===== src/design/lprd_pkg.sv =====
// Shared types and constants for the length-prefixed request deframer.
// No dependencies; imported by the top level and the port checker.
package lprd_pkg;

    // Result classification of one byte
    typedef enum logic [1:0] {
        KIND_FRAME = 2'd0,
        KIND_DATA  = 2'd1,
        KIND_ERROR = 2'd2,
        KIND_DROP  = 2'd3
    } t_kind_e;

    // Error codes, nonzero only on the beat that flags the error
    typedef enum logic [1:0] {
        ERR_NONE      = 2'd0,
        ERR_TOO_LONG  = 2'd1,
        ERR_MALFORMED = 2'd2
    } t_err_e;

    localparam int unsigned LEN_W = 16;                 // length and count fields
    localparam int unsigned WORD_W = 32;                // little-endian header words
    localparam logic [LEN_W-1:0] MAX_MSG_RESET = 16'd4096;
    localparam logic [LEN_W-1:0] MIN_WORD_BYTES = 16'd4;

endpackage


===== src/design/length_prefixed_request_deframer_top.sv =====
// Length-prefixed request deframer: byte classifier and frame parser.
// Depends on lprd_pkg (result kinds, error codes, field widths).
//
// Takes one request byte per clock and returns one result beat per byte, in order.
// A byte goes through an input register, then the combinational parser state
// update, then a result register that holds its result beat. A new byte is
// accepted every cycle as long as the result side keeps up. When the result
// side stalls, one byte waits in each register and then input ready drops.
// The parser's per-byte state update (header word assembly, body/argument/
// payload counters) sets that rate. The maximum length register is written
// through its own channel, which is always ready; write it only while no bytes
// are in flight. After the first error every byte is reported as dropped until
// reset.
module length_prefixed_request_deframer_top (
    input  logic                       i_clk,
    input  logic                       i_rst_n,
    // configuration write channel
    input  logic                       i_cfg_valid,
    output logic                       o_cfg_ready,
    input  logic [lprd_pkg::LEN_W-1:0] i_cfg_data,
    // input byte channel
    input  logic                       i_in_valid,
    output logic                       o_in_ready,
    input  logic [7:0]                 i_in_byte,
    // result channel
    output logic                       o_out_valid,
    input  logic                       i_out_ready,
    output lprd_pkg::t_kind_e          o_kind,
    output logic [7:0]                 o_data_byte,
    output logic [lprd_pkg::LEN_W-1:0] o_arg_index,
    output logic                       o_arg_done,
    output logic                       o_msg_done,
    output logic [lprd_pkg::LEN_W-1:0] o_arg_count,
    output lprd_pkg::t_err_e           o_error_code
);
    import lprd_pkg::*;

    typedef enum logic [2:0] {
        PH_LEN     = 3'd0,
        PH_COUNT   = 3'd1,
        PH_ARGLEN  = 3'd2,
        PH_PAYLOAD = 3'd3,
        PH_DEAD    = 3'd4
    } t_phase_e;

    // configuration
    logic [LEN_W-1:0] r_max_len;

    // input stage
    logic             r_in_valid;
    logic [7:0]       r_in_byte;
    logic             w_adv;

    // parser state
    t_phase_e         r_phase, n_phase;
    logic [23:0]      r_word, n_word;        // first three bytes of a header word
    logic [1:0]       r_cnt, n_cnt;
    logic [LEN_W-1:0] r_body, n_body;
    logic [LEN_W-1:0] r_args, n_args;
    logic [LEN_W-1:0] r_pay, n_pay;
    logic [LEN_W-1:0] r_cur, n_cur;
    logic [LEN_W-1:0] r_total, n_total;

    // per-byte result
    t_kind_e          n_kind;
    logic [LEN_W-1:0] n_ai;
    logic             n_ad;
    logic             n_md;
    logic [LEN_W-1:0] n_ac;
    t_err_e           n_err;
    logic             w_done, w_mal, w_long;

    // result register
    logic             r_out_valid;
    t_kind_e          r_kind;
    logic [7:0]       r_data_byte;
    logic [LEN_W-1:0] r_ai;
    logic             r_ad;
    logic             r_md;
    logic [LEN_W-1:0] r_ac;
    t_err_e           r_err;

    // helper values
    logic [WORD_W-1:0] w_word;
    logic [LEN_W-1:0]  w_body_dec, w_pay_dec, w_args_dec, w_cur_inc;
    logic              w_close_last, w_close_err;

    assign w_word     = {r_in_byte, r_word};
    assign w_body_dec = r_body - 1'b1;
    assign w_pay_dec  = r_pay - 1'b1;
    assign w_args_dec = r_args - 1'b1;
    assign w_cur_inc  = r_cur + 1'b1;
    // outcome of closing an argument; body already counts the current byte
    assign w_close_last = (w_args_dec == '0);
    assign w_close_err  = w_close_last ? (w_body_dec != '0) : (w_body_dec < MIN_WORD_BYTES);

    // handshake: the parser advances whenever a byte is held and the result register can take a beat
    assign w_adv       = r_in_valid && (!r_out_valid || i_out_ready);
    assign o_in_ready  = !r_in_valid || w_adv;
    assign o_cfg_ready = 1'b1;

    // parser next state and result
    always_comb begin
        n_phase = r_phase;
        n_word  = r_word;
        n_cnt   = r_cnt;
        n_body  = r_body;
        n_args  = r_args;
        n_pay   = r_pay;
        n_cur   = r_cur;
        n_total = r_total;
        n_kind  = KIND_FRAME;
        n_ai    = '0;
        n_ad    = 1'b0;
        n_md    = 1'b0;
        n_ac    = '0;
        n_err   = ERR_NONE;
        w_done  = 1'b0;
        w_mal   = 1'b0;
        w_long  = 1'b0;

        case (r_phase)
            PH_DEAD: begin
                n_kind = KIND_DROP;
            end
            PH_PAYLOAD: begin
                n_kind = KIND_DATA;
                n_ai   = r_cur;
                n_body = w_body_dec;
                n_pay  = w_pay_dec;
                if (w_pay_dec == '0) begin
                    n_ad   = 1'b1;
                    n_args = w_args_dec;
                    n_cur  = w_cur_inc;
                    if (w_close_err) begin
                        w_mal = 1'b1;
                    end else if (w_close_last) begin
                        n_phase = PH_LEN;
                        w_done  = 1'b1;
                    end else begin
                        n_phase = PH_ARGLEN;
                    end
                end
            end
            default: begin
                // header words: frame length, argument count, argument length
                if (r_phase == PH_ARGLEN) begin
                    n_ai = r_cur;
                end
                if (r_phase != PH_LEN) begin
                    n_body = w_body_dec;
                end
                n_cnt = r_cnt + 1'b1;
                case (r_cnt)
                    2'd0: n_word[7:0]   = r_in_byte;
                    2'd1: n_word[15:8]  = r_in_byte;
                    2'd2: n_word[23:16] = r_in_byte;
                    default: begin
                        // last byte of the word: act on it
                        case (r_phase)
                            PH_LEN: begin
                                if (w_word > {16'd0, r_max_len}) begin
                                    w_long = 1'b1;
                                end else if (w_word < {16'd0, MIN_WORD_BYTES}) begin
                                    w_mal = 1'b1;
                                end else begin
                                    n_body  = w_word[LEN_W-1:0];
                                    n_phase = PH_COUNT;
                                end
                            end
                            PH_COUNT: begin
                                if (w_word > {16'd0, r_max_len}) begin
                                    w_mal = 1'b1;
                                end else begin
                                    n_total = w_word[LEN_W-1:0];
                                    n_args  = w_word[LEN_W-1:0];
                                    n_cur   = '0;
                                    if (w_word == '0) begin
                                        if (w_body_dec != '0) begin
                                            w_mal = 1'b1;
                                        end else begin
                                            n_phase = PH_LEN;
                                            w_done  = 1'b1;
                                        end
                                    end else if (w_body_dec < MIN_WORD_BYTES) begin
                                        w_mal = 1'b1;
                                    end else begin
                                        n_phase = PH_ARGLEN;
                                    end
                                end
                            end
                            default: begin
                                // argument length word
                                if (w_word > {16'd0, w_body_dec}) begin
                                    w_mal = 1'b1;
                                end else if (w_word == '0) begin
                                    // empty argument ends on its length word
                                    n_ad   = 1'b1;
                                    n_args = w_args_dec;
                                    n_cur  = w_cur_inc;
                                    if (w_close_err) begin
                                        w_mal = 1'b1;
                                    end else if (w_close_last) begin
                                        n_phase = PH_LEN;
                                        w_done  = 1'b1;
                                    end else begin
                                        n_phase = PH_ARGLEN;
                                    end
                                end else begin
                                    n_pay   = w_word[LEN_W-1:0];
                                    n_phase = PH_PAYLOAD;
                                end
                            end
                        endcase
                    end
                endcase
            end
        endcase

        // request completion and error override
        if (w_done) begin
            n_md = 1'b1;
            n_ac = n_total;
        end
        if (w_mal || w_long) begin
            n_kind  = KIND_ERROR;
            n_err   = w_long ? ERR_TOO_LONG : ERR_MALFORMED;
            n_ai    = '0;
            n_ad    = 1'b0;
            n_md    = 1'b0;
            n_ac    = '0;
            n_phase = PH_DEAD;
        end
    end

    // configuration register
    always_ff @(posedge i_clk) begin
        if (!i_rst_n) begin
            r_max_len <= MAX_MSG_RESET;
        end else if (i_cfg_valid) begin
            r_max_len <= i_cfg_data;
        end
    end

    // input register
    always_ff @(posedge i_clk) begin
        if (!i_rst_n) begin
            r_in_valid <= 1'b0;
        end else if (o_in_ready) begin
            r_in_valid <= i_in_valid;
        end
        if (i_in_valid && o_in_ready) begin
            r_in_byte <= i_in_byte;
        end
    end

    // parser state and result register
    always_ff @(posedge i_clk) begin
        if (!i_rst_n) begin
            r_phase     <= PH_LEN;
            r_cnt       <= '0;
            r_out_valid <= 1'b0;
        end else if (w_adv) begin
            r_phase     <= n_phase;
            r_cnt       <= n_cnt;
            r_out_valid <= 1'b1;
        end else if (i_out_ready) begin
            r_out_valid <= 1'b0;
        end
        if (w_adv) begin
            r_word      <= n_word;
            r_body      <= n_body;
            r_args      <= n_args;
            r_pay       <= n_pay;
            r_cur       <= n_cur;
            r_total     <= n_total;
            r_kind      <= n_kind;
            r_data_byte <= r_in_byte;
            r_ai        <= n_ai;
            r_ad        <= n_ad;
            r_md        <= n_md;
            r_ac        <= n_ac;
            r_err       <= n_err;
        end
    end

    assign o_out_valid  = r_out_valid;
    assign o_kind       = r_kind;
    assign o_data_byte  = r_data_byte;
    assign o_arg_index  = r_ai;
    assign o_arg_done   = r_ad;
    assign o_msg_done   = r_md;
    assign o_arg_count  = r_ac;
    assign o_error_code = r_err;

endmodule


===== config.mk =====
export PLATFORM = sky130hd
export DESIGN_NAME = length_prefixed_request_deframer_top
export DESIGN_NICKNAME = d
export VERILOG_FILES = /design/src/design/lprd_pkg.sv /design/src/design/length_prefixed_request_deframer_top.sv
export SDC_FILE = /design/constraint.sdc
export NUM_CORES = 1
export LEC_CHECK = 0
export BUFFER_PORTS_ARGS = -buffer_cell sky130_fd_sc_hd__buf_2
export CORE_UTILIZATION = 40
export CTS_CLUSTER_DIAMETER = 60
export DETAILED_ROUTE_END_ITERATION = 10
export HOLD_SLACK_MARGIN = 0.05
export SETUP_SLACK_MARGIN = 0.1
export SYNTH_ARGS = -nofsm -noshare
export SYNTH_HDL_FRONTEND = slang
export SYNTH_SLANG_ARGS = --single-unit

===== constraint.sdc =====
create_clock -name i_clk -period 28.1 [get_ports i_clk]
set_input_delay 7.025 -clock i_clk [delete_from_list [all_inputs] [get_ports i_clk]]
set_output_delay 7.025 -clock i_clk [all_outputs]
set_load 0.01 [all_outputs]

==> flow_summary.ini <==
[timing]
maxSlewViolCount = 0
period_share_pct = 52.3
whs_ns = 0.500
timing.slew.headroom_pct = 24.3
min_period_ns = 14.69
tightestPinTransition_ns = 1.13
hold_viol_final = 0
rsz0062_at_grt = no
setup-tns-final_ns = 0
max_freq_mhz = 68.1
clock_skew_ns = 0.0135
setup_violations = 0

[route]
postRouteAntennaNets = 0
dr.pass1.iters = 5
vias = 6768
drc = 0
via_per_inst = 5.21
drtIter0Drc = 453
wire_per_inst_microns = 16.6
drt_wl_total_microns = 21500

[setup_path]
worstPathArrival_ns = 7.66
startpoint_type = primary input
cp.required_ns = 21.08
crit_fanout = 4
critPathKind = primary input to primary output
critPathCaptureType = primary output

[pwr]
pwr-share-seq_pct = 53.3
total_power_w = 0.000572
switchingPower_w = 0.000130
pwr-share-comb_pct = 4.4
clkPwrFrac_pct = 42.4
p_int_w = 0.000443
max-vdd-ir-drop_mv = 0.0351
p_leak_nw = 3.85
switching_share_pct = 22.7
power_density_nw_per_um2 = 52.5

[finish]
final_nets = 1038
diodes = 0
syn2layout_area_growth_pct = 13.5
num-fill-cells = 2237
layout-drive-gt1-share_pct = 14.3
final_util_pct = 46.3

[clocking]
postCtsHoldBufs = 0
clk_path_buf_depth = 2
cts_tree = done
cts-resized-gates = 0
clock_tree.htree_level_count = 4
cts.sinks = 181
numCtsBuffers = 17
root_buffer = clkbuf_16
cts_setup_buffers = 0
clkTransAtPathRegs_ns = 0.07
clk_latency_ns = 0.43

[synth]
yosysWarnings = 0
synth_seq_cells = 181
syn-num-nets = 971
async_flop_share_pct = 0
ys_seq_area_share_pct = 54.1
ys.flop_type = edfxtp_1
yosysUniqueCellTypes = 68
syn-instance-count = 900
syn_avg_cell_area_sq_um = 10.7
synth-edff-count = 158
syn_area_sq_um = 9610

[global_route]
grt_max_degree = 65
overflow = 0
gr-usage-all-layers_pct = 18.5
grt_antenna_before_repair = 0
grt_pass1_wl_microns = 34600
grt_pass1_vias = 6360

[floorplanning]
fp.dieH_microns = 157
row_count = 56
initial_core_util_pct = 40.8
ioPinCount = 78
fp.coreArea_sq_um = 23500
die_area_sq_um = 24700
chipWidth_microns = 157

[place]
dp_hpwl_microns = 14800
port-buffer-count = 76
gp_congestion = 0.848

[worst_hold_path]
hp-class = register to register

[run_status]
status = finished, final reports clean

[flow_run]
maxCapViolCount = 0
registers in the layout, indices dropped and copies added, names as in the netlist, 16 cells and up:
| name | cells |
|---|---|
| o_arg_count | 16 |
| o_arg_index | 16 |
| r_args | 16 |
| r_body | 16 |
| r_cur | 16 |
| r_max_len | 16 |
| r_pay | 16 |
| r_total | 16 |
| r_word | 24 |
worst paths after layout:
path	startpoint	endpoint	slack (ns)	depth (start not counted)
worst max-delay path	i_out_ready	o_in_ready	13.41	4
worst min-delay path	r_max_len[12]	r_max_len[12]	0.50	2
worst max register to register	r_body[0]	o_arg_count[6]	22.38	18
worst min register to register	r_max_len[12]	r_max_len[12]	0.50	2
layer usage:
| layer | vias up | share of wire [%] | global-route usage [%] |
|---|---|---|---|
| met1 | 3171 | 48 | 25.8 |
| li1 | 3383 | - | - |
| met2 | 200 | 46 | 29.7 |
| met3 | 14 | 4.7 | 3.30 |
| met5 | - | 0 | 0 |
| met4 | 0 | 0.91 | 4.58 |
power by group through the flow:
stage	logic, W	registers [W]	clock network, W
3_5_place_dp	0.0000252	0.000311	0
4_1_cts	0.0000253	0.000305	0.000247
6_report	0.0000249	0.000305	0.000243
2_1_floorplan	0.0000149	0.000310	0
3_3_place_gp	0.0000247	0.000311	0
5_1_grt	0.0000287	0.000306	0.000257
through the flow:
stage / setup WS [ns] / instance area [sq um] / cells
global route: 13.34 / 10900 / 1299
CTS: 13.40 / 10900 / 1299
global placement: 13.41 / 10300 / 1267
detailed placement: 13.40 / 10300 / 1267
finish: 13.41 / 10900 / 1299
floorplan: 13.74 / 9610 / 900
cell usage in the layout (no fill, tap or decap), types with 3 or more instances in the layout:
master	Yosys	final
dfxtp_1	23	23
a21o_1	3	3
a21boi_0	3	3
buf_4	1	6
buf_2	3	76
edfxtp_1	158	158
nand3_1	17	17
and3_1	9	9
xnor2_1	30	30
ha_1	42	42
o211ai_1	6	6
a31oi_1	9	9
clkinv_4	0	4
nor2_1	108	108
o21ai_0	57	57
nor4_2	3	3
inv_1	54	54
nand2_1	75	75
xor2_1	15	15
nor4_1	13	13
mux2_2	5	5
or2_2	5	5
a21oi_1	50	50
mux2i_1	38	38
or3_1	12	12
nor3b_1	5	5
nor2b_1	7	6
and2_1	27	27
nor3_1	28	28
nand4_1	12	12
nand4b_1	3	3
clkbuf_16	0	17
nand3b_1	5	5
critical path, stage by stage:
cell     delay (ns)
buf_2          0.10
nor2b_1        0.29
nand2_1        0.10
buf_2          0.15
synth_stat cells (all sizes together) (3+ instances only):
library cell,n,share of area [%]
inv,54,2.1
a21o,3,0.23
and2,29,1.9
a21oi,50,2.6
nor3b,5,0.39
o211ai,6,0.47
nor4,17,1.5
nand4b,3,0.27
a31oi,9,0.59
a21boi,3,0.23
ha,42,5.5
mux2,5,0.59
nand2,75,2.9
mux2i,38,4.0
and3,10,0.70
nor3,30,1.7
nor2b,7,0.46
or4,3,0.31
xnor2,32,3.1
o21ai,58,3.0
nand3b,5,0.39
or3,13,0.90
dfxtp,23,4.8
clkbuf,28,1.1
xor2,15,1.4
nor2,108,4.2
nand3,17,0.89
edfxtp,158,49
or2,6,0.39
a211oi,3,0.23
buf,6,0.47
nand4,13,0.91
area by class of cell:
class                   instances  area [sq um]  area share, %
well taps                     319           399           3.66
clock buffers                  18           429           3.93
repair buffers                 82           425           3.90
flip-flops and latches        181          5200           47.7
clock inverters                14           175           1.61
multi-input cells             631          4080           37.3
inverters                      54           203           1.86
cell families (layout without fill, tap and decap cells):
logic type | after synthesis | count (layout) | synth area share, %
AND/OR/NAND/NOR | 345 | 345 | 18.2
flip-flops | 181 | 181 | 54.1
AO/OA/AOI/OAI | 153 | 153 | 9.53
buffers and inverters | 88 | 168 | 3.67
XOR/XNOR | 47 | 47 | 4.44
multiplexers | 43 | 43 | 4.54
adder cells (fa/ha/maj) | 42 | 42 | 5.47
other | 1 | 1 | 0.0390
Power figures use the tool's default switching activity.
